--- src/rdc_pkg.sv ---
// Shared constants and controller/datapath interface types for the radix digit converter.
package rdc_pkg;

   localparam int STACK_DEPTH_DEF = 32;
   localparam int VALUE_WIDTH_DEF = 32;

   localparam int DIGIT_W  = 4;
   localparam int RADIX_W  = 5;
   localparam int DIV_BITS = 8;

   localparam logic [RADIX_W-1:0] RADIX_RESET = 5'd8;
   localparam logic [RADIX_W-1:0] RADIX_MIN   = 5'd2;
   localparam logic [RADIX_W-1:0] RADIX_MAX   = 5'd16;

   localparam int CSR_DATA_W = 32;
   localparam int CSR_ADDR_W = 3;
   localparam logic CSR_RADIX_IDX = 1'b0;

   typedef struct packed {
      logic load;
      logic div_step;
      logic pop_rd;
      logic out_load;
   } rdc_cmd_type;

   typedef struct packed {
      logic div_last;
      logic more_digits;
      logic top_zero;
      logic out_free;
   } rdc_status_type;

endpackage

--- src/rdc_ram.sv ---
// Generic single-write, single-read RAM with registered read data.
module rdc_ram #(
   parameter int WIDTH = 4,
   parameter int DEPTH = 32
) (
   input  logic                     clock,
   input  logic                     wr_en,
   input  logic [$clog2(DEPTH)-1:0] wr_addr,
   input  logic [WIDTH-1:0]         wr_data,
   input  logic                     rd_en,
   input  logic [$clog2(DEPTH)-1:0] rd_addr,
   output logic [WIDTH-1:0]         rd_data
);

   logic [WIDTH-1:0] mem_ff [DEPTH];
   logic [WIDTH-1:0] rd_data_ff;

   always_ff @(posedge clock) begin
      if (wr_en) begin
         mem_ff[wr_addr] <= wr_data;
      end
      if (rd_en) begin
         rd_data_ff <= mem_ff[rd_addr];
      end
   end

   assign rd_data = rd_data_ff;

endmodule

--- src/rdc_dpath.sv ---
// Datapath: radix divider, digit stack and result register.
module rdc_dpath import rdc_pkg::*; #(
   parameter int VALUE_WIDTH = VALUE_WIDTH_DEF,
   parameter int STACK_DEPTH = STACK_DEPTH_DEF
) (
   input  logic                   clock,
   input  logic                   reset,
   input  rdc_cmd_type            cmd,
   output rdc_status_type         status,
   input  logic [RADIX_W-1:0]     radix,
   input  logic [VALUE_WIDTH-1:0] req_value,
   output logic                   rsp_valid,
   input  logic                   rsp_ready,
   output logic [DIGIT_W-1:0]     rsp_digit,
   output logic                   rsp_last_digit
);

   localparam int PAD_W  = ((VALUE_WIDTH + DIV_BITS - 1) / DIV_BITS) * DIV_BITS;
   localparam int STEPS  = PAD_W / DIV_BITS;
   localparam int STEP_W = (STEPS > 1) ? $clog2(STEPS) : 1;
   localparam int TOP_W  = $clog2(STACK_DEPTH + 1);
   localparam int ADDR_W = $clog2(STACK_DEPTH);

   logic [PAD_W-1:0]    num_ff, num_in;
   logic [DIGIT_W-1:0]  rem_ff, rem_in;
   logic [STEP_W-1:0]   step_ff;
   logic [TOP_W-1:0]    top_ff, top_dec;
   logic                rsp_valid_ff;
   logic [DIGIT_W-1:0]  rsp_digit_ff;
   logic                rsp_last_ff;
   logic [RADIX_W-1:0]  base;
   logic [DIV_BITS-1:0] qbits;
   logic [RADIX_W-1:0]  part;
   logic                div_last;
   logic [DIGIT_W-1:0]  ram_rd_data;

   always_comb begin
      if (radix < RADIX_MIN) begin
         base = RADIX_MIN;
      end else if (radix > RADIX_MAX) begin
         base = RADIX_MAX;
      end else begin
         base = radix;
      end
   end

   // Restoring division, DIV_BITS dividend bits per cycle on a narrow remainder.
   always_comb begin
      part  = {1'b0, rem_ff};
      qbits = '0;
      for (int i = 0; i < DIV_BITS; i++) begin
         part = {part[RADIX_W-2:0], num_ff[PAD_W-1-i]};
         if (part >= base) begin
            part = part - base;
            qbits[DIV_BITS-1-i] = 1'b1;
         end
      end
      num_in = (num_ff << DIV_BITS) | PAD_W'(qbits);
      rem_in = part[DIGIT_W-1:0];
   end

   assign div_last = (step_ff == STEP_W'(STEPS - 1));
   assign top_dec  = top_ff - TOP_W'(1);

   always_ff @(posedge clock) begin
      if (reset) begin
         step_ff      <= '0;
         top_ff       <= '0;
         rsp_valid_ff <= 1'b0;
      end else begin
         if (cmd.load) begin
            step_ff <= '0;
            top_ff  <= '0;
         end else if (cmd.div_step) begin
            step_ff <= div_last ? '0 : step_ff + STEP_W'(1);
            if (div_last) begin
               top_ff <= top_ff + TOP_W'(1);
            end
         end else if (cmd.pop_rd) begin
            top_ff <= top_dec;
         end
         if (cmd.out_load) begin
            rsp_valid_ff <= 1'b1;
         end else if (rsp_ready) begin
            rsp_valid_ff <= 1'b0;
         end
      end
   end

   always_ff @(posedge clock) begin
      if (cmd.load) begin
         num_ff <= PAD_W'(req_value);
         rem_ff <= '0;
      end else if (cmd.div_step) begin
         num_ff <= num_in;
         // start each digit's division with a clear remainder
         rem_ff <= div_last ? '0 : rem_in;
      end
      if (cmd.out_load) begin
         rsp_digit_ff <= ram_rd_data;
         rsp_last_ff  <= (top_ff == '0);
      end
   end

   rdc_ram #(
      .WIDTH (DIGIT_W),
      .DEPTH (STACK_DEPTH)
   ) u_stack (
      .clock   (clock),
      .wr_en   (cmd.div_step && div_last),
      .wr_addr (top_ff[ADDR_W-1:0]),
      .wr_data (rem_in),
      .rd_en   (cmd.pop_rd),
      .rd_addr (top_dec[ADDR_W-1:0]),
      .rd_data (ram_rd_data)
   );

   assign status.div_last    = div_last;
   assign status.more_digits = (num_in != '0) && (top_ff < TOP_W'(STACK_DEPTH - 1));
   assign status.top_zero    = (top_ff == '0);
   assign status.out_free    = !rsp_valid_ff || rsp_ready;

   assign rsp_valid      = rsp_valid_ff;
   assign rsp_digit      = rsp_digit_ff;
   assign rsp_last_digit = rsp_last_ff;

endmodule

--- src/rdc_ctrl.sv ---
// Controller: sequences load, division per digit, and stack pop per result.
module rdc_ctrl import rdc_pkg::*; (
   input  logic           clock,
   input  logic           reset,
   input  logic           req_valid,
   output logic           req_ready,
   input  rdc_status_type status,
   output rdc_cmd_type    cmd
);

   typedef enum logic [1:0] {
      IDLE,
      DIV,
      POP_RD,
      POP_WAIT
   } state_type;

   state_type state_ff, state_in;
   logic      ready_ff;

   always_comb begin
      state_in = state_ff;
      cmd      = '0;
      case (state_ff)
         IDLE: begin
            if (req_valid && ready_ff) begin
               cmd.load = 1'b1;
               state_in = DIV;
            end
         end
         DIV: begin
            cmd.div_step = 1'b1;
            if (status.div_last && !status.more_digits) begin
               state_in = POP_RD;
            end
         end
         POP_RD: begin
            cmd.pop_rd = 1'b1;
            state_in   = POP_WAIT;
         end
         POP_WAIT: begin
            // hold the popped digit until the result register frees up
            if (status.out_free) begin
               cmd.out_load = 1'b1;
               state_in     = status.top_zero ? IDLE : POP_RD;
            end
         end
         default: begin
            state_in = IDLE;
         end
      endcase
   end

   always_ff @(posedge clock) begin
      if (reset) begin
         state_ff <= IDLE;
         ready_ff <= 1'b1;
      end else begin
         state_ff <= state_in;
         ready_ff <= (state_in == IDLE);
      end
   end

   assign req_ready = ready_ff;

   a_accept_starts_div: assert property (@(posedge clock) disable iff (reset)
      req_valid && req_ready |=> state_ff == DIV)
      else $error("accepted transfer did not start division");

   a_ready_only_idle: assert property (@(posedge clock) disable iff (reset)
      req_ready |-> state_ff == IDLE)
      else $error("ready raised outside idle");

   a_load_needs_room: assert property (@(posedge clock) disable iff (reset)
      cmd.out_load |-> status.out_free)
      else $error("result register overwritten");

   a_pop_then_wait: assert property (@(posedge clock) disable iff (reset)
      cmd.pop_rd |=> state_ff == POP_WAIT)
      else $error("stack read not followed by result wait");

   a_last_goes_idle: assert property (@(posedge clock) disable iff (reset)
      cmd.out_load && status.top_zero |=> req_ready)
      else $error("final digit did not return to idle");

endmodule

--- src/radix_digit_converter.sv ---
// Radix digit converter top level: CSR port, controller and datapath.
// A load, then a shared-divider pass per digit (8 quotient bits a cycle), then it
// pops each digit from the stack RAM into the result register once that is free.
// A 32-bit octal value needs up to 11 digits. One item is worked at a time.
// Reset (synchronous, active high) empties the stack, drops any pending result
// and sets the radix to 8.
module radix_digit_converter import rdc_pkg::*; #(
   parameter int VALUE_WIDTH = VALUE_WIDTH_DEF,
   parameter int STACK_DEPTH = STACK_DEPTH_DEF
) (
   input  logic                   clock,
   input  logic                   reset,
   input  logic                   req_valid,
   output logic                   req_ready,
   input  logic [VALUE_WIDTH-1:0] req_value,
   output logic                   rsp_valid,
   input  logic                   rsp_ready,
   output logic [DIGIT_W-1:0]     rsp_digit,
   output logic                   rsp_last_digit,
   input  logic                   psel,
   input  logic                   penable,
   input  logic                   pwrite,
   input  logic [CSR_ADDR_W-1:0]  paddr,
   input  logic [CSR_DATA_W-1:0]  pwdata,
   output logic [CSR_DATA_W-1:0]  prdata,
   output logic                   pready
);

   logic [RADIX_W-1:0] radix_ff;
   rdc_cmd_type        cmd;
   rdc_status_type     status;
   logic               csr_hit;

   assign pready  = 1'b1;
   assign csr_hit = (paddr[CSR_ADDR_W-1] == CSR_RADIX_IDX);

   always_ff @(posedge clock) begin
      if (reset) begin
         radix_ff <= RADIX_RESET;
      end else if (psel && penable && pwrite && pready && csr_hit) begin
         radix_ff <= pwdata[RADIX_W-1:0];
      end
   end

   assign prdata = csr_hit ? CSR_DATA_W'(radix_ff) : '0;

   rdc_ctrl u_ctrl (
      .clock     (clock),
      .reset     (reset),
      .req_valid (req_valid),
      .req_ready (req_ready),
      .status    (status),
      .cmd       (cmd)
   );

   rdc_dpath #(
      .VALUE_WIDTH (VALUE_WIDTH),
      .STACK_DEPTH (STACK_DEPTH)
   ) u_dpath (
      .clock          (clock),
      .reset          (reset),
      .cmd            (cmd),
      .status         (status),
      .radix          (radix_ff),
      .req_value      (req_value),
      .rsp_valid      (rsp_valid),
      .rsp_ready      (rsp_ready),
      .rsp_digit      (rsp_digit),
      .rsp_last_digit (rsp_last_digit)
   );

endmodule
--- config.mk ---
export PLATFORM = sky130hd
export DESIGN_NAME = radix_digit_converter
export DESIGN_NICKNAME = d
export VERILOG_FILES = /design/src/rdc_pkg.sv /design/src/rdc_ram.sv /design/src/rdc_dpath.sv /design/src/rdc_ctrl.sv /design/src/radix_digit_converter.sv
export SDC_FILE = /design/constraint.sdc
export NUM_CORES = 1
export LEC_CHECK = 0
export BUFFER_PORTS_ARGS = -buffer_cell sky130_fd_sc_hd__buf_2
export CAP_MARGIN = 20
export CORE_MARGIN = 5
export CORE_UTILIZATION = 65
export CTS_BUF_LIST = sky130_fd_sc_hd__clkbuf_8
export DETAILED_ROUTE_END_ITERATION = 7
export HOLD_SLACK_MARGIN = 0.15
export PLACE_DENSITY_LB_ADDON = 0.15
export SYNTH_ARGS = -nofsm -noshare
export SYNTH_HDL_FRONTEND = slang
export SYNTH_SLANG_ARGS = --single-unit
--- constraint.sdc ---
create_clock -name clock -period 18.9 [get_ports clock]
set_clock_uncertainty 0.2 [all_clocks]
set_input_delay 1.89 -clock clock [delete_from_list [all_inputs] [get_ports clock]]
set_output_delay 1.89 -clock clock [all_outputs]
set_load 0.005 [all_outputs]
[Yosys cells after proc, flatten, opt, wreduce, memory -nomap -nowiden]
Memories as Yosys holds them, arrays and structs flattened. A register that Yosys moved wholly into a read port is not among the register bits.
Cells that the tools add are included.
Storage, ports and cells
  memory bits (writable): 128
  flip-flop bits (word level): 58
  logic and storage cells: 100
  memories: 1
  output and inout bits: 40
  input port bits: 74
Cells by class
  bitwise gates (word level): 2
  $lt $le $gt $ge: 11
  $add $sub $neg: 11
  muxes and demuxes: 41
  equality and inequality tests: 5
  reduce and logical (&&, ||, !) cells: 19
Memory list
  u_dpath.u_stack.mem_ff: words 32, width 4, read ports 1, clocked after memory_dff 1, wr ports 1, line rdc_ram.sv:15  | logic [WIDTH-1:0] mem_ff [DEPTH];
Operators with widths (number)
  $mux 32: 2
  $ge 5x5->1: 8
  $mux 4: 9
  $or 32x8->32: 1
  $reduce_bool 32->1: 1
  $sub 4x4->4: 8
  $mux 1: 18
  $mux 6: 3
  $mux 5: 3
  $mux 2: 5
  $pmux 2 s4: 1
  $logic_and 1x1->1: 7
  $add 6x1->6 const B: 1
  $eq 2x2->1 const B: 3
  $logic_not 6->1: 1
  $lt 6x5->1 const B: 1
  $reduce_bool 2->1: 3
  $sub 6x1->6 const B: 1
  $gt 5x5->1 const B: 1
  $lt 5x2->1 const B: 1
  $logic_not 2->1: 2
  $add 2x1->2 const B: 1
  $eq 2x1->1 const B: 1
  $logic_not 1->1: 2
  5 further kinds: 5

[Longest topological paths before layout]
Gate-level depths: netlist of the first run.
  depth after elaboration: 27
  depth in mapped cells: 56
  gate-level depth less buffers: 52

[Modules after synthesis]
A second synthesis of the first run with hierarchy kept.
Second synthesis, totals
  cell total of the unflattened synthesis: 706
  area, all modules: 9920.8 um^2
Modules (own cells, without submodules)
  rdc_ram: instances 1, cells an instance 231, area each 5178.7 um^2, seq. area each 3963.8 um^2
  rdc_dpath: instances 1, cells an instance 402, area each 4082.7 um^2, seq. area each 1371.3 um^2
  radix_digit_converter: instances 1, cells an instance 58, area each 494.2 um^2, seq. area each 100.1 um^2
  rdc_ctrl: instances 1, cells an instance 15, area each 165.2 um^2, seq. area each 60.1 um^2

[Least setup slack after synthesis of the first run]
No wires, ideal clock.
  path type: reg-to-reg
  start point: register radix_ff[2]
  end point: memory u_dpath.u_stack.mem_ff[0][3], data pin
  clock period less this slack: 12624 ps
  stages on the path, launching flop included: 50
  arrival: 11970 ps
  data required time: 18246 ps
  library setup time: 454 ps
  path buffers: 4
  setup slack: 6276 ps
  path through: dfxtp_1 nor2_1 o21ai_0 ha_1 a21o_1 a31oi_1 o21ai_1 mux2_2 ha_1 a21o_1 a31oi_1 o21ai_1 mux2i_1 inv_1 ha_1 a21o_1 a31oi_1 o21ai_0 [... 14 more ...] o21ai_0 ha_1 nor2b_1 o31a_1 o22ai_1 o211ai_1 and2_1 ha_1 a21o_1 a31oi_1 o21a_1 mux2i_1 ha_1 a21o_1 a21o_1 a211o_1 buf_2 o21ai_0
Between the ends
  word-level cells in the longest chain between the ends: 19
  elaborated cells between the ends (all ways): 28
  classes of those cells: add/sub (8); order compare (10); mux (10)
Ends and longest elaborated chain
  from (decl): line radix_digit_converter.sv:29  | logic [RADIX_W-1:0] radix_ff;
  from (signal assigned): line radix_digit_converter.sv:41  | radix_ff <= pwdata[RADIX_W-1:0];
  $gt 5x5->1: line rdc_dpath.sv:40  | end else if (radix > RADIX_MAX) begin
  $mux 5: line rdc_dpath.sv:40
  $mux 5 (*): line rdc_dpath.sv:38  | if (radix < RADIX_MIN) begin
  $sub 4x4->4 or $ge 5x5->1 (tied branches): line rdc_dpath.sv:54, rdc_dpath.sv:53
  $mux 4: line rdc_dpath.sv:53  | if (part >= base) begin
  $sub 4x4->4 or $ge 5x5->1 (tied branches): line rdc_dpath.sv:54, rdc_dpath.sv:53
  $mux 4: line rdc_dpath.sv:53
  $sub 4x4->4 or $ge 5x5->1 (tied branches): line rdc_dpath.sv:54, rdc_dpath.sv:53
  [... 4 more ...]
  $mux 4: line rdc_dpath.sv:53
  $sub 4x4->4 or $ge 5x5->1 (tied branches): line rdc_dpath.sv:54, rdc_dpath.sv:53
  $mux 4: line rdc_dpath.sv:53
  $sub 4x4->4 or $ge 5x5->1 (tied branches): line rdc_dpath.sv:54, rdc_dpath.sv:53
  $mux 4: line rdc_dpath.sv:53
  $sub 4x4->4 or $ge 5x5->1 (tied branches): line rdc_dpath.sv:54, rdc_dpath.sv:53
  $mux 4 (*): line rdc_dpath.sv:53
  via u_dpath.part[3]: line rdc_dpath.sv:33  | logic [RADIX_W-1:0] part;
  to (decl): line rdc_ram.sv:15
Mark *: on every way through the listed nets, which the timed path passes. The rest lies on a longest branch.

[Worst setup path after layout of the first run]
  start point: register radix_ff[4]
  end point: register u_dpath.rem_ff[2]
Between the ends
  word-level cells in the longest chain between the ends: 20
  elaborated cells between the ends (all ways): 29
  classes of those cells: add/sub (8); order compare (10); mux (11)
Ends and longest elaborated chain
  $gt 5x5->1: line rdc_dpath.sv:40
  $mux 5: line rdc_dpath.sv:40
  $mux 5 (*): line rdc_dpath.sv:38
  $sub 4x4->4 or $ge 5x5->1 (tied branches): line rdc_dpath.sv:54, rdc_dpath.sv:53
  $mux 4: line rdc_dpath.sv:53
  $sub 4x4->4 or $ge 5x5->1 (tied branches): line rdc_dpath.sv:54, rdc_dpath.sv:53
  $mux 4: line rdc_dpath.sv:53
  $sub 4x4->4 or $ge 5x5->1 (tied branches): line rdc_dpath.sv:54, rdc_dpath.sv:53
  [... 5 more ...]
  $sub 4x4->4 or $ge 5x5->1 (tied branches): line rdc_dpath.sv:54, rdc_dpath.sv:53
  $mux 4: line rdc_dpath.sv:53
  $ge 5x5->1 or $sub 4x4->4 (tied branches): line rdc_dpath.sv:53, rdc_dpath.sv:54
  $mux 4: line rdc_dpath.sv:53
  $sub 4x4->4 or $ge 5x5->1 (tied branches): line rdc_dpath.sv:54, rdc_dpath.sv:53
  $mux 4 (*): line rdc_dpath.sv:53
  via u_dpath.part[2]: line rdc_dpath.sv:33
  $mux 4 (*): line rdc_dpath.sv:97  | rem_ff <= div_last ? '0 : rem_in;
  to (signal assigned): line rdc_dpath.sv:97
  to (decl): line rdc_dpath.sv:25  | logic [DIGIT_W-1:0] rem_ff, rem_in;
Marks and branches as above.
A chain may end at the register's enable or synchronous reset.

==> results of run 1 <==
[metal layers]
| metal | global-route usage (%) | wire length, um | up-vias |
|---|---|---|---|
| met1 | 33.12 | 8889 | 3029 |
| li1 | - | - | 2893 |
| met4 | 6.914 | 323 | 0 |
| met3 | 4.418 | 1213 | 31 |
| met2 | 37.05 | 9405 | 217 |
| met5 | 0 | 0 | - |
[cells in the final DEF (no fill, tap or decap), types with 5 or more instances in the layout]
| master | netlist | final |
|---|---|---|
| nand2b_1 | 12 | 12 |
| xnor2_1 | 16 | 16 |
| mux4_1 | 27 | 27 |
| ha_1 | 46 | 46 |
| mux2i_1 | 14 | 13 |
| nand3_1 | 6 | 6 |
| o21ai_0 | 14 | 12 |
| conb_1 | 2 | 28 |
| inv_1 | 34 | 35 |
| nor2b_1 | 8 | 8 |
| fa_1 | 8 | 8 |
| mux2_2 | 13 | 13 |
| edfxtp_1 | 169 | 169 |
| a21oi_1 | 32 | 31 |
| nor2_1 | 77 | 77 |
| mux4_2 | 13 | 13 |
| xor2_1 | 5 | 5 |
| buf_2 | 2 | 57 |
| a21o_1 | 15 | 15 |
| clkbuf_8 | 0 | 17 |
| a31oi_1 | 9 | 9 |
| nor3_1 | 5 | 5 |
| buf_4 | 30 | 10 |
| dfxtp_1 | 21 | 20 |
| nor4_1 | 7 | 7 |
| nand2_1 | 106 | 106 |
[worst max path at each step]
stage | end | cells after the start | from
4_1_cts | u_dpath.u_stack.mem_ff[11][3]$_DFFE_PP_ | 48 | radix_ff[4]$_SDFFE_PP0P_
3_5_place_dp | u_dpath.u_stack.mem_ff[26][3]$_DFFE_PP_ | 48 | radix_ff[4]$_SDFFE_PP0P_
3_3_place_gp | u_dpath.u_stack.mem_ff[26][3]$_DFFE_PP_ | 48 | radix_ff[4]$_SDFFE_PP0P_
6_report | u_dpath.rem_ff[2]$_SDFFE_PP0P_ | 52 | radix_ff[4]$_SDFFE_PP0P_
2_1_floorplan | u_dpath.u_stack.mem_ff[0][3]$_DFFE_PP_ | 49 | radix_ff[2]$_SDFFE_PP0P_
5_1_grt | u_dpath.rem_ff[2]$_SDFFE_PP0P_ | 53 | radix_ff[4]$_SDFFE_PP0P_
[stage by stage]
| step | std cells | hold slack [ns] | setup WS [ns] | utilization, % |
|---|---|---|---|---|
| floorplan | 789 | 0.2003 | 6.276 | - |
| global placement | 987 | 0.2044 | 5.473 | 67.68 |
| detailed placement | 987 | 0.2054 | 4.867 | 67.68 |
| CTS | 1019 | 0.2280 | 4.787 | 69.98 |
| global route | 1023 | 0.2498 | 4.380 | 70.35 |
| finish | 1023 | 0.2269 | 5.336 | 70.35 |
[sequential cells by signal, summed over array words and instances (netlist names)]
name	cells
radix_ff	5
u_dpath.u_stack.rd_data	4
u_dpath.num_ff	32
u_dpath.top_ff	6
u_dpath.rsp_digit	4
u_ctrl.req_ready	1
u_ctrl.state_ff	2
u_dpath.rsp_last_digit	1
u_dpath.u_stack.mem_ff	128
u_dpath.rsp_valid	1
u_dpath.rem_ff	4
u_dpath.step_ff	2
[critical path: cells and delay by family, from the launching register on]
| kind | cells | cell delay [ns] |
|---|---|---|
| AOI/OAI and AO/OA | 29 | 6.51 |
| adders and majority gates | 8 | 2.83 |
| buffers and inverters | 7 | 1.44 |
| and+or+nand+nor | 6 | 1.31 |
| muxes | 2 | 0.85 |
| DFF | 1 | 0.33 |
[area by class of cell]
type	count	share of cell area (%)
well taps	188	2.216
clock buffers	17	2.204
repair buffers	69	3.795
multi-input cells	510	37.73
flip-flops and latches	190	51.78
inverters	34	1.202
clock inverters	15	1.073
[logic make-up (layout without fill, tap and decap cells)]
| group | after synthesis | after routing |
|---|---|---|
| AND/OR/NAND/NOR | 244 | 244 |
| flip-flops | 190 | 190 |
| AO/OA/AOI/OAI | 96 | 96 |
| buffers and inverters | 89 | 135 |
| multiplexers | 67 | 67 |
| adder cells (fa/ha/maj) | 54 | 54 |
| XOR/XNOR | 21 | 21 |
| other | 2 | 28 |
==> impl_results.md, run 1 <==
- Compound-cell area share of the yosys netlist: 6.136%
- Synth cell types: 56
- Cells after Synth: 763
- DRT iter0 DRCs: 475
- Total die area: 17780 sq um
- Slew margin rel.: 39.63%
- CTS tree: built
- Mapped Avg Cell Area: 12.96 sq um
- CP startpoint kind: flop
- Count leader, synth: edfxtp_1
- Critical path arrival: 13.78 ns
- Worst-case hold path end point: u_dpath.rsp_digit[3]$_DFFE_PP_
- Critical-path maximum fanout: 33
- First drt pass iteration count: 5
- CP Class: reg -> reg
- Die X: 133.3 um
- Final Wtd Congestion: 0.8282
- I/O pin count: 114
- Clk buf depth: 2
- Adder-Cell Fraction of Synth Area: 7.439%
- R2R depth: 52
- Total CTS buffers: 17
- Row count: 45
- CP max-delay cell: o21ai_1
- Final instance area: 10620 sq um
- Min-delay src: u_dpath.u_stack.rd_data[3]$_DFFE_PP_
- Clock latency at the later pin of the worst-skew pair: 0.47 ns
- Min Clock Period, post-route: 13.56 ns
- Vias in the first global route: 6120
- Synth top cells by count: edfxtp_1, nand2_1, nor2_1, ha_1, inv_1
- Sequential share of the synthesized area: 55.57%
- Synth Area in Simple Gates: 10.86%
- I/O Buffers: 56
- Global-route wire length before repair: 32020 um
- Number of fill cells: 1032
- Hold Crit Class: reg -> reg
- RSZ-0062 raised after global routing: false
- Routed wire length: 19830 um
- Synth Register Bits: 190
- Die Height: 133.3 um
- Vias post-DR: 6170
- Max Cap Viol: 0
- Post-route ant nets: 0
- Synthesized area: 9889 sq um
- YS warnings: 0
- Layout cells sized above 1: 15.93%
- Reg-to-reg slack, setup: 5.34 ns
- Nets: 950
- Hold Path Cell Cnt: 0
- Root Buffer: clkbuf_8
- Hold Violations, Final: 0
- Post-CTS Resized: 0
- Synth Flop Type: edfxtp_1
- Share of async-settable or async-resettable flops after synthesis: 0%
- Post-synth top area cell: edfxtp_1
- Reg2reg start: radix_ff[4]$_SDFFE_PP0P_
- Mux contribution to synthesized area: 13.03%
- Register area: 5497 sq um
- GRT Resource Usage Total: 23.24%
- Cell mode on critical path: ha_1
- Post-CTS Setup Repair Bufs: 0
- Synth Area in XOR/XNOR: 1.860%
- Dpl hpwl: 13780 um
- RR Endpoint: u_dpath.rem_ff[2]$_SDFFE_PP0P_
- Wirelength per Cell: 19.39 um
- Share of Yosys cell area claimed by the top area cell type: 51.32%
- Grt ovf: 0
- Largest family of logic cells by synthesized area: multiplexers
- Max Transition Viols Final: 0
- Via-per-instance ratio: 6.031
- Initial antenna violation count: 0
- Worst-Margin Slew: 0.8992 ns
- Starting Density: 65.54%
- Multi-input logic area: 4005 sq um
- Largest net degree at the start of global routing: 40
- Crit. End Element: flop
- CTS sink count: 190
- Outcome: finished clean
- Synth area leaders: edfxtp_1, mux4_1, ha_1
- Residual DRC count: 0
- Hold buffers post-CTS: 0
- Synth-to-Final Area Change: 7.338%
- Core ar.: 15090 sq um
- Fin Setup TNS: 0 ns
- Crit-path max cell delay: 0.51 ns
- CTS H-tree depth: 4
- Final period util: 71.77%
- Number of synthesized flops with an enable pin: 169
- Worst endpoint required time: 19.11 ns
- Cell Area, Placed: 10210 sq um
- Finish-stage setup viols: 0
- Worst-path clk slew: 0.09 ns
- # diodes: 0
- Highest Clock Rate: 73.72 MHz
Power of run 1 is not shown: default switching activity piles up to over one toggle a cycle in this logic, so the estimate is an artifact.
==> run 2, diff against run 1 <==
--- a/config.mk
+++ b/config.mk
@@ -5,10 +5,11 @@
 export SDC_FILE = /design/constraint.sdc
 export NUM_CORES = 1
 export LEC_CHECK = 0
+export ABC_AREA = 1
 export BUFFER_PORTS_ARGS = -buffer_cell sky130_fd_sc_hd__buf_2
 export CAP_MARGIN = 20
 export CORE_MARGIN = 5
-export CORE_UTILIZATION = 65
+export CORE_UTILIZATION = 61
 export CTS_BUF_LIST = sky130_fd_sc_hd__clkbuf_8
 export DETAILED_ROUTE_END_ITERATION = 7
 export HOLD_SLACK_MARGIN = 0.15
==> constraint.sdc (replaced) <==
create_clock -name clock -period 13.5 [get_ports clock]
set_clock_uncertainty 0.2 [all_clocks]
set_input_delay 1.35 -clock clock [delete_from_list [all_inputs] [get_ports clock]]
set_output_delay 1.35 -clock clock [all_outputs]
set_load 0.005 [all_outputs]
==> run 2 against run 1 <==
  * Sequential cell count unchanged
  * Synthesized cell count up 34%
  * Maximum frequency up 27%
  * Die area up 8.5%
  * Cell area up 2.9%
  * Routed wire length up 2.1%
  * Critical path depth up 21
  * Non-clock buffer count down 3
  * Global-route usage down 1.8 points
  * Worst setup slack worse by 2.5 ns
  * Count of clock-buffer cells in the layout unchanged
  * First-iteration DRC count down 3.6%
  * Critical path type unchanged
  * Highest routed layer unchanged
==> impl_results.md, run 2 <==
- Sequential share of the synthesized area: 54.22% (-1.3 points)
- Critical path arrival: 10.68 ns (-3.10 ns)
- Post-CTS Setup Repair Bufs: 0 (unchanged)
- Wirelength per Cell: 15.48 um (-20%)
- Min Clock Period, post-route: 10.67 ns (-2.892 ns)
- Most flops, register: u_dpath.u_stack.mem_ff
- RSZ-0062 raised after global routing: false
- Total die area: 19290 sq um (+8.5%)
- GR Layer Usage met1: 26.34% (-6.8 points)
- Commonest non-fill, non-tap cell in the layout: nand2_1
- Most frequent cells in the layout: nand2_1, edfxtp_1, nor2_1, inv_1, o21ai_0
- Outcome: finished clean
- CTS H-tree depth: 4 (unchanged)
- CP startpoint kind: flop
- Global-route wire length before repair: 33350 um (+4.2%)
- I/O Buffers: 56 (unchanged)
- Hold buffers post-CTS: 0 (unchanged)
- Post-CTS Resized: 0 (unchanged)
- Count leader, synth: nand2_1
- Row count: 47 (+4.4%)
- Worst endpoint required time: 13.51 ns (-5.60 ns)
- Layout cells sized above 1: 13.33% (-2.6 points)
- Reg-to-reg slack, setup: 2.83 ns (-2.51 ns)
- Slew margin rel.: 32.00% (-7.6 points)
- Synth-to-Final Area Change: 7.815%
- CTS sink count: 190 (unchanged)
- Root Buffer: clkbuf_8
- CP Class: reg -> reg
- Clk buf depth: 2 (unchanged)
- Post-route ant nets: 0 (unchanged)
- Synth cell types: 44 (-21%)
- Met2 Use GR: 38.51% (+1.5 points)
- DRT iter0 DRCs: 458 (-3.6%)
- Max Transition Viols Final: 0 (unchanged)
- Synth top cells by count: nand2_1, edfxtp_1, nor2_1, inv_1, o21ai_0
- GRT Resource Usage Total: 21.41% (-1.8 points)
- Post-synth top area cell: edfxtp_1
- GRT busiest layer: met2
- YS warnings: 0 (unchanged)
- Worst-path clk slew: 0.10 ns (about the same)
- Vias post-DR: 7081 (+15%)
- CP max-delay cell: fa_1
- Crit path buf inv count: 19 (+12)
- Vias in the first global route: 6912 (+13%)
- Final Wtd Congestion: 0.8807 (+6.3%)
- # diodes: 0 (unchanged)
- Critical-path maximum fanout: 17 (-48%)
- Grt ovf: 0 (unchanged)
- DP Worst Slack: 2.434 ns (-2.433 ns)
- Max reg flops: 128 (unchanged)
- Crit. End Element: flop
- Share of async-settable or async-resettable flops after synthesis: 0% (unchanged)
- Largest net degree at the start of global routing: 69 (+73%)
- Max Cap Viol: 0 (unchanged)
- First drt pass iteration count: 5 (unchanged)
- Nets: 1203 (+27%)
- Reg2reg start: radix_ff[4]$_SDFFE_PP0P_
- Highest Clock Rate: 93.70 MHz (+27%)
- Synth Register Bits: 190 (unchanged)
- Clock latency at the later pin of the worst-skew pair: 0.46 ns (about the same)
- Worst-case hold path end point: u_dpath.rsp_digit[3]$_DFFE_PP_
- Hold Crit Class: reg -> reg
- Die X: 138.9 um (+4.2%)
- Met3 GRT Util: 3.897% (-0.52 points)
- Core ar.: 16470 sq um (+9.1%)
- Fin Setup TNS: 0 ns (unchanged)
- Crit-path max cell delay: 0.37 ns (-0.14 ns)
- Min-delay src: u_dpath.u_stack.rd_data[3]$_DFFE_PP_
- RR Endpoint: u_dpath.u_stack.mem_ff[12][3]$_DFFE_PP_
- Synth Flop Type: edfxtp_1
- Share of Yosys cell area claimed by the top area cell type: 50.07% (-1.2 points)
- Initial antenna violation count: 0 (unchanged)
- Setup WS post-layout: 2.828 ns (-2.508 ns)
- Hold Path Cell Cnt: 0 (unchanged)
- Cells after Synth: 1022 (+34%)
- Synth area leaders: edfxtp_1, nand2_1, ha_1
- Die Height: 138.9 um (+4.2%)
- R2R depth: 73 (+40%)
- Synthesized area: 10130 sq um (+2.5%)
- Via-per-instance ratio: 5.414 (-10%)
- Dpl hpwl: 13880 um (+0.74%)
- Largest registers: u_dpath.u_stack.mem_ff: 128 flops, u_dpath.num_ff: 32 flops, u_dpath.top_ff: 6 flops
- CTS tree: built
- Total CTS buffers: 17 (unchanged)
- Starting Density: 61.55% (-4.0 points)
- Mapped Avg Cell Area: 9.917 sq um (-23%)
- Residual DRC count: 0 (unchanged)
- Routed wire length: 20240 um (+2.1%)
- Largest delay share family, worst path: simple AND/OR/NAND/NOR gates
- Hold Violations, Final: 0 (unchanged)
- Number of synthesized flops with an enable pin: 169 (unchanged)
- Final period util: 79.05% (+7.3 points)
- I/O pin count: 114 (unchanged)
- Cell mode on critical path: nand2_1
- Worst-Margin Slew: 1.019 ns (+0.1193 ns)
- Finish-stage setup viols: 0 (unchanged)
-- run 2: worst max-delay path by stage --
stage                             start                                       to  slack [ns]  depth (start not counted)
3_5_place_dp   radix_ff[1]$_SDFFE_PP0P_  u_dpath.u_stack.mem_ff[18][3]$_DFFE_PP_        2.43                         71
6_report       radix_ff[4]$_SDFFE_PP0P_  u_dpath.u_stack.mem_ff[12][3]$_DFFE_PP_        2.83                         73
4_1_cts        radix_ff[1]$_SDFFE_PP0P_   u_dpath.u_stack.mem_ff[1][3]$_DFFE_PP_        2.38                         71
2_1_floorplan  radix_ff[4]$_SDFFE_PP0P_   u_dpath.u_stack.mem_ff[0][0]$_DFFE_PP_        2.95                         67
3_3_place_gp   radix_ff[4]$_SDFFE_PP0P_  u_dpath.u_stack.mem_ff[20][3]$_DFFE_PP_        2.61                         70
5_1_grt        radix_ff[1]$_SDFFE_PP0P_  u_dpath.u_stack.mem_ff[14][3]$_DFFE_PP_        1.64                         73
-- run 2: routing by layer --
layer | part of all wire (%) | vias up | wire length, um
li1 | - | 3548 | -
met4 | 2.0 | 0 | 408
met1 | 41 | 3331 | 8293
met2 | 52 | 167 | 10620
met5 | 0 | - | 0
met3 | 4.6 | 35 | 922
-- run 2: layout make-up --
cell class	instances	area, sq um
Inverter	95	356.6
Clock buffer	17	234.0
Fill cell	1349	5539
Tap cell	220	275.3
Sequential cell	190	5497
Clock inverter	15	202.7
Multi-Input combinational cell	705	3999
Timing Repair Buffer	66	362.8
-- run 2: kinds of logic after synthesis --
kind of cell    Yosys count  synth area share (%)
simple gates            413                 16.79
flops                   190                 54.22
other cells               2               0.07410
compound gates          175                 10.85
xor+xnor                 19                 1.901
mux                      16                 1.580
buf+inv                 153                 7.321
fa+ha+maj                54                 7.259
-- run 2: per-stage QoR --
| stage | hold slack [ns] | utilization (%) | area [sq um] | instances |
|---|---|---|---|---|
| 2_1_floorplan | 0.2003 | - | 10230 | 1048 |
| 3_3_place_gp | 0.2062 | 63.62 | 10480 | 1275 |
| 3_5_place_dp | 0.2054 | 63.62 | 10480 | 1275 |
| 4_1_cts | 0.2230 | 66.27 | 10910 | 1307 |
| 5_1_grt | 0.2414 | 66.36 | 10930 | 1308 |
| 6_report | 0.2252 | 66.36 | 10930 | 1308 |
-- run 2: worst register-to-register path: cells and delay by family, from the launching register on --
| family | cells | cell delay, ns |
|---|---|---|
| AOI/OAI and AO/OA | 5 | 0.76 |
| xor gates and xnor gates | 1 | 0.16 |
| adders and majority gates | 9 | 2.64 |
| buffers and inverters | 19 | 1.87 |
| DFF | 1 | 0.36 |
| and+or+nand+nor | 39 | 4.43 |
Power of run 2 is left out for the same reason.
==> run 3, diff against run 2 <==
==> constraint.sdc (replaced) <==
create_clock -name clock -period 11.14 [get_ports clock]
set_clock_uncertainty 0.2 [all_clocks]
set_input_delay 1.114 -clock clock [delete_from_list [all_inputs] [get_ports clock]]
set_output_delay 1.114 -clock clock [all_outputs]
set_load 0.005 [all_outputs]
==> run 3 against run 2 <==
  * Maximum frequency increased by 6.3%
  * Routed wire length increased by 2.0%
  * Critical path depth decreased by 3
  * Final cell count increased by 0.84%
  * Global-route usage increased by 0.16 points
  * Register-to-register slack got worse by 1.7 ns
  * Largest cell class unchanged
==> impl_results.md, run 3 (same netlist as run 2, synthesis figures left out) <==
- Outcome: finished clean
- CTS tree: built
- Critical path arrival: 10.06 ns (-0.62 ns)
- Routed wire length: 20640 um (+2.0%)
- Starting Density: 61.55% (unchanged)
- # diodes: 0 (unchanged)
- Clock latency at the later pin of the worst-skew pair: 0.48 ns (+0.02 ns)
- I/O pin count: 114 (unchanged)
- Max Transition Viols Final: 0 (unchanged)
- Largest delay share family, worst path: simple AND/OR/NAND/NOR gates
- CTS H-tree depth: 4 (unchanged)
- Total die area: 19290 sq um (unchanged)
- Hold Crit Class: reg -> reg
- Clk buf depth: 2 (unchanged)
- CTS sink count: 190 (unchanged)
- Most frequent cells in the layout: nand2_1, edfxtp_1, nor2_1, inv_1, o21ai_0
- Crit path buf inv count: 16 (-3)
- Hold Violations, Final: 0 (unchanged)
- Residual DRC count: 0 (unchanged)
- Fin Setup TNS: 0 ns (unchanged)
- Layout cells sized above 1: 14.10% (+0.78 points)
- Finish-stage setup viols: 0 (unchanged)
- Vias post-DR: 7135 (+0.76%)
- Global-route wire length before repair: 33130 um (-0.66%)
- Commonest non-fill, non-tap cell in the layout: nand2_1
- I/O Buffers: 56 (unchanged)
- Nets: 1214 (+0.91%)
- Final period util: 90.11% (+11 points)
- Core ar.: 16470 sq um (unchanged)
- Initial antenna violation count: 0 (unchanged)
- Largest registers: u_dpath.u_stack.mem_ff: 128 flops, u_dpath.num_ff: 32 flops, u_dpath.top_ff: 6 flops
- Most flops, register: u_dpath.u_stack.mem_ff
- Die X: 138.9 um (unchanged)
- CP max-delay cell: dfxtp_1
- Root Buffer: clkbuf_8
- Max Cap Viol: 0 (unchanged)
- Critical-path maximum fanout: 11 (-6)
- Wirelength per Cell: 15.65 um (+1.1%)
- Post-layout util: 66.70% (+0.34 points)
- Highest Clock Rate: 99.61 MHz (+6.3%)
- Worst-Margin Slew: 1.012 ns (-0.006312 ns)
- Slew margin rel.: 32.42% (+0.42 points)
- Die Height: 138.9 um (unchanged)
- Synth-to-Final Area Change: 8.370%
- DRT iter0 DRCs: 563 (+23%)
- First drt pass iteration count: 5 (unchanged)
- Hold Worst Slack: 0.2373 ns (+0.01212 ns)
- Min Clock Period, post-route: 10.04 ns (-0.6333 ns)
- Post-route ant nets: 0 (unchanged)
- Worst endpoint required time: 11.16 ns (-2.35 ns)
- GRT Resource Usage Total: 21.57% (+0.16 points)
- Row count: 47 (unchanged)
- Grt ovf: 0 (unchanged)
- Crit-path max cell delay: 0.37 ns (about the same)
- Cell mode on critical path: nand2_1
- CP Class: reg -> reg
- Via-per-instance ratio: 5.409 (about the same)
- RSZ-0062 raised after global routing: false
- Largest net degree at the start of global routing: 69 (unchanged)
- Number of fill cells: 1333 (-1.2%)
- Worst-path clk slew: 0.10 ns (about the same)
- Crit. End Element: flop
- Vias in the first global route: 6783 (-1.9%)
- Total CTS buffers: 17 (unchanged)
- CP startpoint kind: flop
- Dpl hpwl: 14360 um (+3.4%)
- Max reg flops: 128 (unchanged)
- Final Wtd Congestion: 0.8763 (-0.50%)
run 3: cell count changes in the layout (fill, tap and decap cells not counted), sizes merged:
cell,change
buf,+11
clkinvlp,+3
bufinv,-2
inv,-2
clkinv,+1
run 3: per-stage QoR:
step / instance area (sq um) / cells / setup slack [ns]
floorplan: 10230 / 1048 / 0.5907
global placement: 10530 / 1282 / 0.6655
detailed placement: 10530 / 1282 / 0.5042
CTS: 10900 / 1314 / 0.4815
global route: 10980 / 1319 / 0.07060
finish: 10980 / 1319 / 1.101
run 3: path summary, 6_finish.rpt:
kind	from	endpoint	slack, ns	cells past startpoint
setup / recovery	radix_ff[1]$_SDFFE_PP0P_	u_dpath.u_stack.mem_ff[11][1]$_DFFE_PP_	1.10	70
hold / removal	u_dpath.u_stack.rd_data[0]$_DFFE_PP_	u_dpath.rsp_digit[0]$_DFFE_PP_	0.24	0
setup reg to reg	radix_ff[1]$_SDFFE_PP0P_	u_dpath.u_stack.mem_ff[11][1]$_DFFE_PP_	1.10	70
hold reg to reg	u_dpath.u_stack.rd_data[0]$_DFFE_PP_	u_dpath.rsp_digit[0]$_DFFE_PP_	0.24	0
run 3: worst register-to-register path: cells and delay by family (launching register included):
kind | cells | cell delay (ns)
simple gates | 36 | 3.77
fa+ha+maj | 9 | 2.70
buf+inv | 16 | 1.43
flops | 1 | 0.37
xor+xnor | 1 | 0.16
compound gates | 8 | 1.15
run 3: final cells by class:
class,count,area (sq um),share of cell area [%]
well taps,220,275.3,2.506
flip-flops and latches,190,5497,50.05
clock buffers,17,234.0,2.130
multi-input cells,705,4011,36.52
repair buffers,77,470.5,4.283
clock inverters,15,138.9,1.265
inverters,95,356.6,3.247
run 3: layer usage:
layer  vias to the layer above  GRT usage [%]  wire (um)
met2                       202          38.46      10600
met3                        40          4.310       1055
met4                         0          7.878        516
met1                      3329          26.00       8466
li1                       3564              -          -
met5                         -              0          0
run 3: repair_timing:
action	CTS	global route
hold buffers	0	0
setup endpoints to repair	0	60
gates resized for setup	0	3
buffers inserted	0	4
Power of run 3 is left out for the same reason.
